`config.mk`:
```
export PLATFORM = sky130hd
export DESIGN_NAME = ifiu_axis_map
export DESIGN_NICKNAME = d
export VERILOG_FILES = /design/src/design/integer_factor_image_upscaler_core_assert.svh /design/src/design/ifiu_pkg.sv /design/src/design/ifiu_axis_map.sv
export SDC_FILE = /design/constraint.sdc
export NUM_CORES = 1
export LEC_CHECK = 0
export BUFFER_PORTS_ARGS = -buffer_cell sky130_fd_sc_hd__buf_2
export CORE_AREA = 2 2 155 157
export CTS_BUF_LIST = sky130_fd_sc_hd__clkbuf_8
export DETAILED_ROUTE_END_ITERATION = 8
export DIE_AREA = 0 0 157 159
export MAX_ROUTING_LAYER = met4
export PLACE_DENSITY = 0.69
export RECOVER_POWER = 25
export SYNTH_ARGS = -nofsm -noshare
export SYNTH_HDL_FRONTEND = slang
export SYNTH_SLANG_ARGS = --single-unit
export TNS_END_PERCENT = 100
```
`constraint.sdc`:
```
create_clock -name clk -period 7.3 [get_ports clk]
set_input_delay 0.365 -clock clk [delete_from_list [all_inputs] [get_ports clk]]
set_output_delay 0.365 -clock clk [all_outputs]
set_load 0.02 [all_outputs]
```
`src/design/integer_factor_image_upscaler_core_assert.svh`:
```
// Assertion macros for the integer factor image upscaler core.
// Included by the top level; no other dependencies.
`ifndef INTEGER_FACTOR_IMAGE_UPSCALER_CORE_ASSERT_SVH
`define INTEGER_FACTOR_IMAGE_UPSCALER_CORE_ASSERT_SVH

// same-cycle implication
`define IFIU_ASSERT_IMP(label, clk, rst_n, ante, cons, msg) \
    label: assert property (@(posedge clk) disable iff (!rst_n) (ante) |-> (cons)) \
        else $error(msg);

// next-cycle implication
`define IFIU_ASSERT_NXT(label, clk, rst_n, ante, cons, msg) \
    label: assert property (@(posedge clk) disable iff (!rst_n) (ante) |=> (cons)) \
        else $error(msg);

`endif

```
`src/design/ifiu_pkg.sv`:
```
// Shared types, constants and reciprocal tables of the image upscaler.
// No dependencies.
package ifiu_pkg;

    localparam int COORD_W   = 11;
    localparam int DIM_W     = 9;
    localparam int SCALE_W   = 4;
    localparam int CHAN_W    = 8;
    localparam int NUM_CHAN  = 3;
    localparam int PIX_W     = NUM_CHAN * CHAN_W;
    localparam int CFG_IDX_W = 4;

    localparam int DIM_MIN   = 2;
    localparam int DIM_MAX   = 2 ** DIM_W - 1;
    localparam int DIM_RESET = 256;
    localparam int SCALE_MAX = 2 ** SCALE_W - 1;

    localparam logic [CFG_IDX_W-1:0] CFG_SRC_WIDTH    = 4'd0;
    localparam logic [CFG_IDX_W-1:0] CFG_SRC_HEIGHT   = 4'd1;
    localparam logic [CFG_IDX_W-1:0] CFG_SCALE_FACTOR = 4'd2;
    localparam logic [CFG_IDX_W-1:0] CFG_FILTER_MODE  = 4'd3;

    localparam logic OP_WRITE      = 1'b0;
    localparam logic OP_COMPUTE    = 1'b1;
    localparam logic MODE_NEAREST  = 1'b0;
    localparam logic MODE_BILINEAR = 1'b1;

    // axis divide: numerator up to 2*2047+15, divisor up to 2*15
    localparam int NUM_W       = 13;
    localparam int DEN_W       = 5;
    localparam int AXIS_K      = 13;
    localparam int RECIP_W     = 14;
    localparam int AXIS_PROD_W = NUM_W + RECIP_W;
    localparam int QUO_W       = 13;
    localparam int REM_W       = 5;
    localparam int QD_W        = QUO_W + DEN_W;

    // normalize by s*s: sum up to 225*255, quotient estimate up to 256
    localparam int WGT_W       = 8;
    localparam int ACC_W       = 16;
    localparam int NORM_K      = 16;
    localparam int NRECIP_W    = 17;
    localparam int NQ_W        = 9;
    localparam int NORM_PROD_W = NORM_K + NQ_W;
    localparam int NQD_W       = NQ_W + WGT_W;

    typedef struct packed {
        logic               operation;
        logic [COORD_W-1:0] coord_x;
        logic [COORD_W-1:0] coord_y;
        logic [CHAN_W-1:0]  in_red;
        logic [CHAN_W-1:0]  in_green;
        logic [CHAN_W-1:0]  in_blue;
    } cmd_word_t;

    typedef struct packed {
        logic [CHAN_W-1:0] out_red;
        logic [CHAN_W-1:0] out_green;
        logic [CHAN_W-1:0] out_blue;
    } rgb_word_t;

    typedef struct packed {
        logic [CFG_IDX_W-1:0] index;
        logic [DIM_W-1:0]     data;
    } cfg_word_t;

    typedef struct packed {
        logic [DIM_W-1:0]   base;
        logic [SCALE_W-1:0] frac;
    } axis_map_t;

    // ceil(2^13 / d)
    function automatic logic [RECIP_W-1:0] recip_axis(input logic [DEN_W-1:0] d);
        logic [RECIP_W-1:0] r;
        unique case (d)
            5'd1:    r = 14'd8192;
            5'd2:    r = 14'd4096;
            5'd3:    r = 14'd2731;
            5'd4:    r = 14'd2048;
            5'd5:    r = 14'd1639;
            5'd6:    r = 14'd1366;
            5'd7:    r = 14'd1171;
            5'd8:    r = 14'd1024;
            5'd9:    r = 14'd911;
            5'd10:   r = 14'd820;
            5'd11:   r = 14'd745;
            5'd12:   r = 14'd683;
            5'd13:   r = 14'd631;
            5'd14:   r = 14'd586;
            5'd15:   r = 14'd547;
            5'd16:   r = 14'd512;
            5'd17:   r = 14'd482;
            5'd18:   r = 14'd456;
            5'd19:   r = 14'd432;
            5'd20:   r = 14'd410;
            5'd21:   r = 14'd391;
            5'd22:   r = 14'd373;
            5'd23:   r = 14'd357;
            5'd24:   r = 14'd342;
            5'd25:   r = 14'd328;
            5'd26:   r = 14'd316;
            5'd27:   r = 14'd304;
            5'd28:   r = 14'd293;
            5'd29:   r = 14'd283;
            5'd30:   r = 14'd274;
            default: r = '0;
        endcase
        return r;
    endfunction

    // ceil(2^16 / s^2)
    function automatic logic [NRECIP_W-1:0] recip_sq(input logic [SCALE_W-1:0] s);
        logic [NRECIP_W-1:0] r;
        unique case (s)
            4'd1:    r = 17'd65536;
            4'd2:    r = 17'd16384;
            4'd3:    r = 17'd7282;
            4'd4:    r = 17'd4096;
            4'd5:    r = 17'd2622;
            4'd6:    r = 17'd1821;
            4'd7:    r = 17'd1338;
            4'd8:    r = 17'd1024;
            4'd9:    r = 17'd810;
            4'd10:   r = 17'd656;
            4'd11:   r = 17'd542;
            4'd12:   r = 17'd456;
            4'd13:   r = 17'd388;
            4'd14:   r = 17'd335;
            4'd15:   r = 17'd292;
            default: r = '0;
        endcase
        return r;
    endfunction

endpackage

```
`src/design/ifiu_axis_map.sv`:
```
// Maps one output coordinate to a source base index and fraction.
// Three register stages: reciprocal multiply, remainder fix-up, edge clamp.
// Depends on ifiu_pkg.
module ifiu_axis_map (
    input  logic                           clk,
    input  logic [ifiu_pkg::COORD_W-1:0]   coord,
    input  logic [ifiu_pkg::SCALE_W-1:0]   scale,
    input  logic [ifiu_pkg::DIM_W-1:0]     dim,
    input  logic                           bilinear,
    output ifiu_pkg::axis_map_t            map
);
    import ifiu_pkg::*;

    logic [NUM_W-1:0]       num;
    logic [DEN_W-1:0]       den;
    logic [AXIS_PROD_W-1:0] prod_reg, prod_next;
    logic [QUO_W-1:0]       q0;
    logic [QD_W-1:0]        qd;
    logic [QUO_W-1:0]       q_reg, q_next;
    logic [REM_W-1:0]       r_reg, r_next;
    axis_map_t              map_reg, map_next;

    // nearest: (2x + s) / 2s, bilinear: x / s
    always_comb
    begin
        if (bilinear)
        begin
            num = NUM_W'(coord);
            den = DEN_W'(scale);
        end
        else
        begin
            num = NUM_W'({coord, 1'b0}) + NUM_W'(scale);
            den = DEN_W'({scale, 1'b0});
        end
        prod_next = AXIS_PROD_W'(num) * AXIS_PROD_W'(recip_axis(den));
    end

    // estimate is exact or one too high
    always_comb
    begin
        q0 = prod_reg[AXIS_K +: QUO_W];
        qd = QD_W'(q0) * QD_W'(den);
        if (qd > QD_W'(num))
        begin
            q_next = q0 - QUO_W'(1);
            r_next = REM_W'(QD_W'(num) + QD_W'(den) - qd);
        end
        else
        begin
            q_next = q0;
            r_next = REM_W'(QD_W'(num) - qd);
        end
    end

    always_comb
    begin
        map_next.frac = SCALE_W'(r_reg);
        if (bilinear)
        begin
            if ((q_reg + QUO_W'(1)) >= QUO_W'(dim))
            begin
                map_next.base = dim - DIM_W'(2);
            end
            else
            begin
                map_next.base = DIM_W'(q_reg);
            end
        end
        else
        begin
            if (q_reg >= QUO_W'(dim))
            begin
                map_next.base = dim - DIM_W'(1);
            end
            else
            begin
                map_next.base = DIM_W'(q_reg);
            end
        end
    end

    always_ff @(posedge clk)
    begin
        prod_reg <= prod_next;
        q_reg    <= q_next;
        r_reg    <= r_next;
        map_reg  <= map_next;
    end

    assign map = map_reg;
endmodule

```
==> parameters.txt <==
Parameter                              Value

Die
  Initial core utilization ... 0.4975
  Placeable core region ... 23190 um2
  Die extent in y ... 159 um
  Row count ... 56
  Die Width ... 157 um
  Number of I/O pins ... 39
  Die Area ... 24960 um2

Synthesis
  Fraction of post-synthesis cell area in the top cell type by area ... 0.2915
  FF+latch count, synth ... 43
  Cells taking the most area after synthesis ... fa_1, ha_1, inv_1
  Post-synth EDFFs ... 0
  Prevailing post-synth register cell ... dfxtp_1
  Commonest cells post-synth ... inv_1, nand2_1, fa_1, ha_1, nor2_1
  Syn avg cell area ... 8.183 um2
  Netlist area before placement ... 11540 um2
  Synth area leader ... fa_1
  Portion of the post-synthesis area used by sequential elements ... 0.07460
  Synth Net Count ... 1747
  Synth async-reset ratio ... 0
  Yosys warnings ... 0
  Syn Inst Count ... 1410
  Count leader, synth ... inv_1
  Synth unique cells ... 74

Cells and area
  Fraction of layout cells with a size suffix above 1 ... 0.08743
  Net total in the final layout ... 1800
  Layout filler cell count ... 2202
  Count of inserted antenna diode cells ... 0
  Post-route standard cell area excluding fillers ... 12490 um2
  Sequential cell area ... 860.8 um2
  Total area of multi-input combinational cells ... 9554 um2
  Area delta synth->final ... 8.230%

Timing
  Final Worst Setup Slack ... 310.7 ps
  Slew Viols, Final ... 0
  Post-layout min period ... 6989 ps
  Setup violators final ... 0
  Final clock skew ... 8.540 ps
  Worst relative slew slack ... 0.3236
  Unrepaired setup endpoints after global routing ... no
  Setup TNS after final layout ... 0 ps
  Final Cycle Share ... 0.9574
  Post-route worst hold slack ... 330.3 ps
  Achievable frequency ... 143.1 MHz
  Worst Tran Pin Value ... 1011 ps
  Final number of hold-violating endpoints ... 0

Critical path
  Nature of the critical path endpoint ... flip-flop
  Buffers & Inverters on Critical Path ... 4
  Top cell by count, worst path ... fa_1
  WP data arrival ... 7190 ps
  Largest stage delay on the critical path ... 750 ps
  Type of the setup path with the least slack ... in2reg
  Worst reg2reg path startpoint ... prod_reg[15]
  CP max stage cell ... nor3_1
  Worst Setup Start Kind ... input pin
  Crit path max fanout ... 15
  Worst-case reg-to-reg path depth ... 19
  Data required time at the worst endpoint ... 7500 ps
  Largest delay share family, worst path ... adder cells
  Register-to-register path setup slack ... 1440 ps
  Worst flop-to-flop path endpoint ... r_reg[3]

Global route
  Wire length of the first global-routing pass ... 47.98 mm
  Number of global-route vias before repair ... 9825
  Grt ovf ... 0
  Number of antenna violations at the first check in global routing ... 0
  Gr usage total ... 0.2453
  Pin count of the biggest net entering global routing ... 28

Min path
  Number of cells traversed by the worst hold path ... 0
  Hold wc startpoint ... r_reg[2]
  Hold path endpoint ... map[2]
  Type of the tightest min-delay check ... reg2reg

Clock tree
  CTS tree ... done
  Post-CTS Setup Inserts ... 0
  Latest clock arrival within the worst-skew pair ... 310 ps
  H-Tree Depth ... 2
  Root Driver ... clkbuf_8
  Max clock buf depth ... 2
  Number of sinks on the clock net ... 43
  Cts bufs inserted ... 5
  Clock transition time at the flip-flop clock pins of the worst setup and hold paths ... 90 ps

Run status
  Outcome ... finished clean

Drt
  Iteration-0 DRC Markers ... 687
  Total DRC errors in the routed layout ... 0
  Average wire length per cell after detail routing ... 15.82 um
  Via count ... 9697
  Via density per instance ... 5.439
  Final Routed Wirelength ... 28.20 mm
  Residual antenna-violating net count after detailed routing ... 0
  Length of the first detailed-routing pass in iterations ... 5

Placed design
  DP Area ... 12380 um2
  Quantity of I/O buffers inserted on ports ... 38
  Routability cong. ... 0.9239
  Worst setup slack before clock tree synthesis ... -22.45 ps
  Detailed Place HPWL ... 24.23 mm

Power and ir drop
  Post-layout power ... 4.261 mW
  Standby leakage power ... 6.544 nW
  Power density relative to cell area ... 341.2 nW/um2
  Maximum VDD drop ... 0.2068 mV

Job
  Max-Cap Viols ... 0
==> metal layers <==
| layer | part of all wire | track usage |
|---|---|---|
| met1 | 0.45 | 0.3279 |
| met2 | 0.47 | 0.3969 |
| met3 | 0.049 | 0.02096 |
| met4 | 0.029 | 0.07423 |
| met5 | 0 | - |
==> through the flow <==
stage,util,std cells
6_report,0.5385,1783
5_1_grt,0.5385,1783
4_1_cts,0.5376,1783
3_5_place_dp,0.5339,1775
3_3_place_gp,0.5339,1775
2_1_floorplan,-,1410
==> area by class of cell <==
cell class                      count  share of cell area
Clock buffer                        5            0.005510
Clock inverter                      3            0.001302
Inverter                          253             0.07604
Multi-Input combinational cell   1064              0.7651
Sequential cell                    43             0.06893
Tap cell                          319             0.03196
Timing Repair Buffer               96             0.05120
==> worst max-delay path by stage <==
| stage | slack (ps) | from | cells past startpoint | end |
|---|---|---|---|---|
| detailed placement | -20 | coord[0] | 28 | prod_reg[25] |
| global route | 4 | bilinear | 31 | prod_reg[25] |
| floorplan | 120 | bilinear | 31 | prod_reg[25] |
| finish | 310 | bilinear | 25 | prod_reg[25] |
| global placement | 80 | coord[0] | 28 | prod_reg[25] |
| CTS | 290 | bilinear | 28 | prod_reg[25] |
==> power breakdown <==
| part | total [mW] | internal, mW | switching [mW] |
|---|---|---|---|
| clock network | 0.157 | 0.0657 | 0.0910 |
| registers | 0.489 | 0.358 | 0.130 |
| logic | 3.62 | 1.58 | 2.04 |
| total | 4.26 | 2.00 | 2.26 |
==> logic make-up after synthesis <==
kind of cell | count (synthesis) | synth area share
and+or+nand+nor | 463 | 0.1851
adders and majority gates | 311 | 0.4465
buffers and inverters | 303 | 0.1015
AOI/OAI and AO/OA | 177 | 0.1031
xor gates and xnor gates | 73 | 0.05541
DFF | 43 | 0.07460
muxes | 38 | 0.03307
other | 2 | 0.0006509
==> what timing repair did <==
| action | in CTS | in global routing |
|---|---|---|
| setup endpoints to repair | 0 | 1 |
| hold buffers | 0 | 0 |
| gates resized for setup | 0 | 8 |
| hold endpoints to repair | 0 | 0 |
==> cell usage in the layout (no fill, tap or decap), drive strengths merged, types with 3 or more instances in the layout <==
| cell type | count |
|---|---|
| nor4 | 7 |
| a211oi | 8 |
| nor3 | 11 |
| a2111oi | 3 |
| o21ai | 43 |
| xnor2 | 43 |
| nand2 | 215 |
| and3 | 18 |
| o211ai | 7 |
| dfxtp | 43 |
| a21boi | 3 |
| nand3 | 17 |
| o31ai | 5 |
| a31oi | 7 |
| clkbuf | 14 |
| buf | 87 |
| mux2i | 37 |
| nor2b | 10 |
| fa | 168 |
| or3 | 6 |
| ha | 143 |
| a21oi | 43 |
| nand4 | 7 |
| nor4b | 3 |
| inv | 253 |
| nand2b | 15 |
| xor2 | 30 |
| a21o | 23 |
| o31a | 4 |
| and2 | 26 |
| o2111ai | 3 |
| o21a | 8 |
| nand4b | 4 |
| nor2 | 115 |
| o21bai | 4 |
Note: power is estimated with default switching activity, not from simulation.
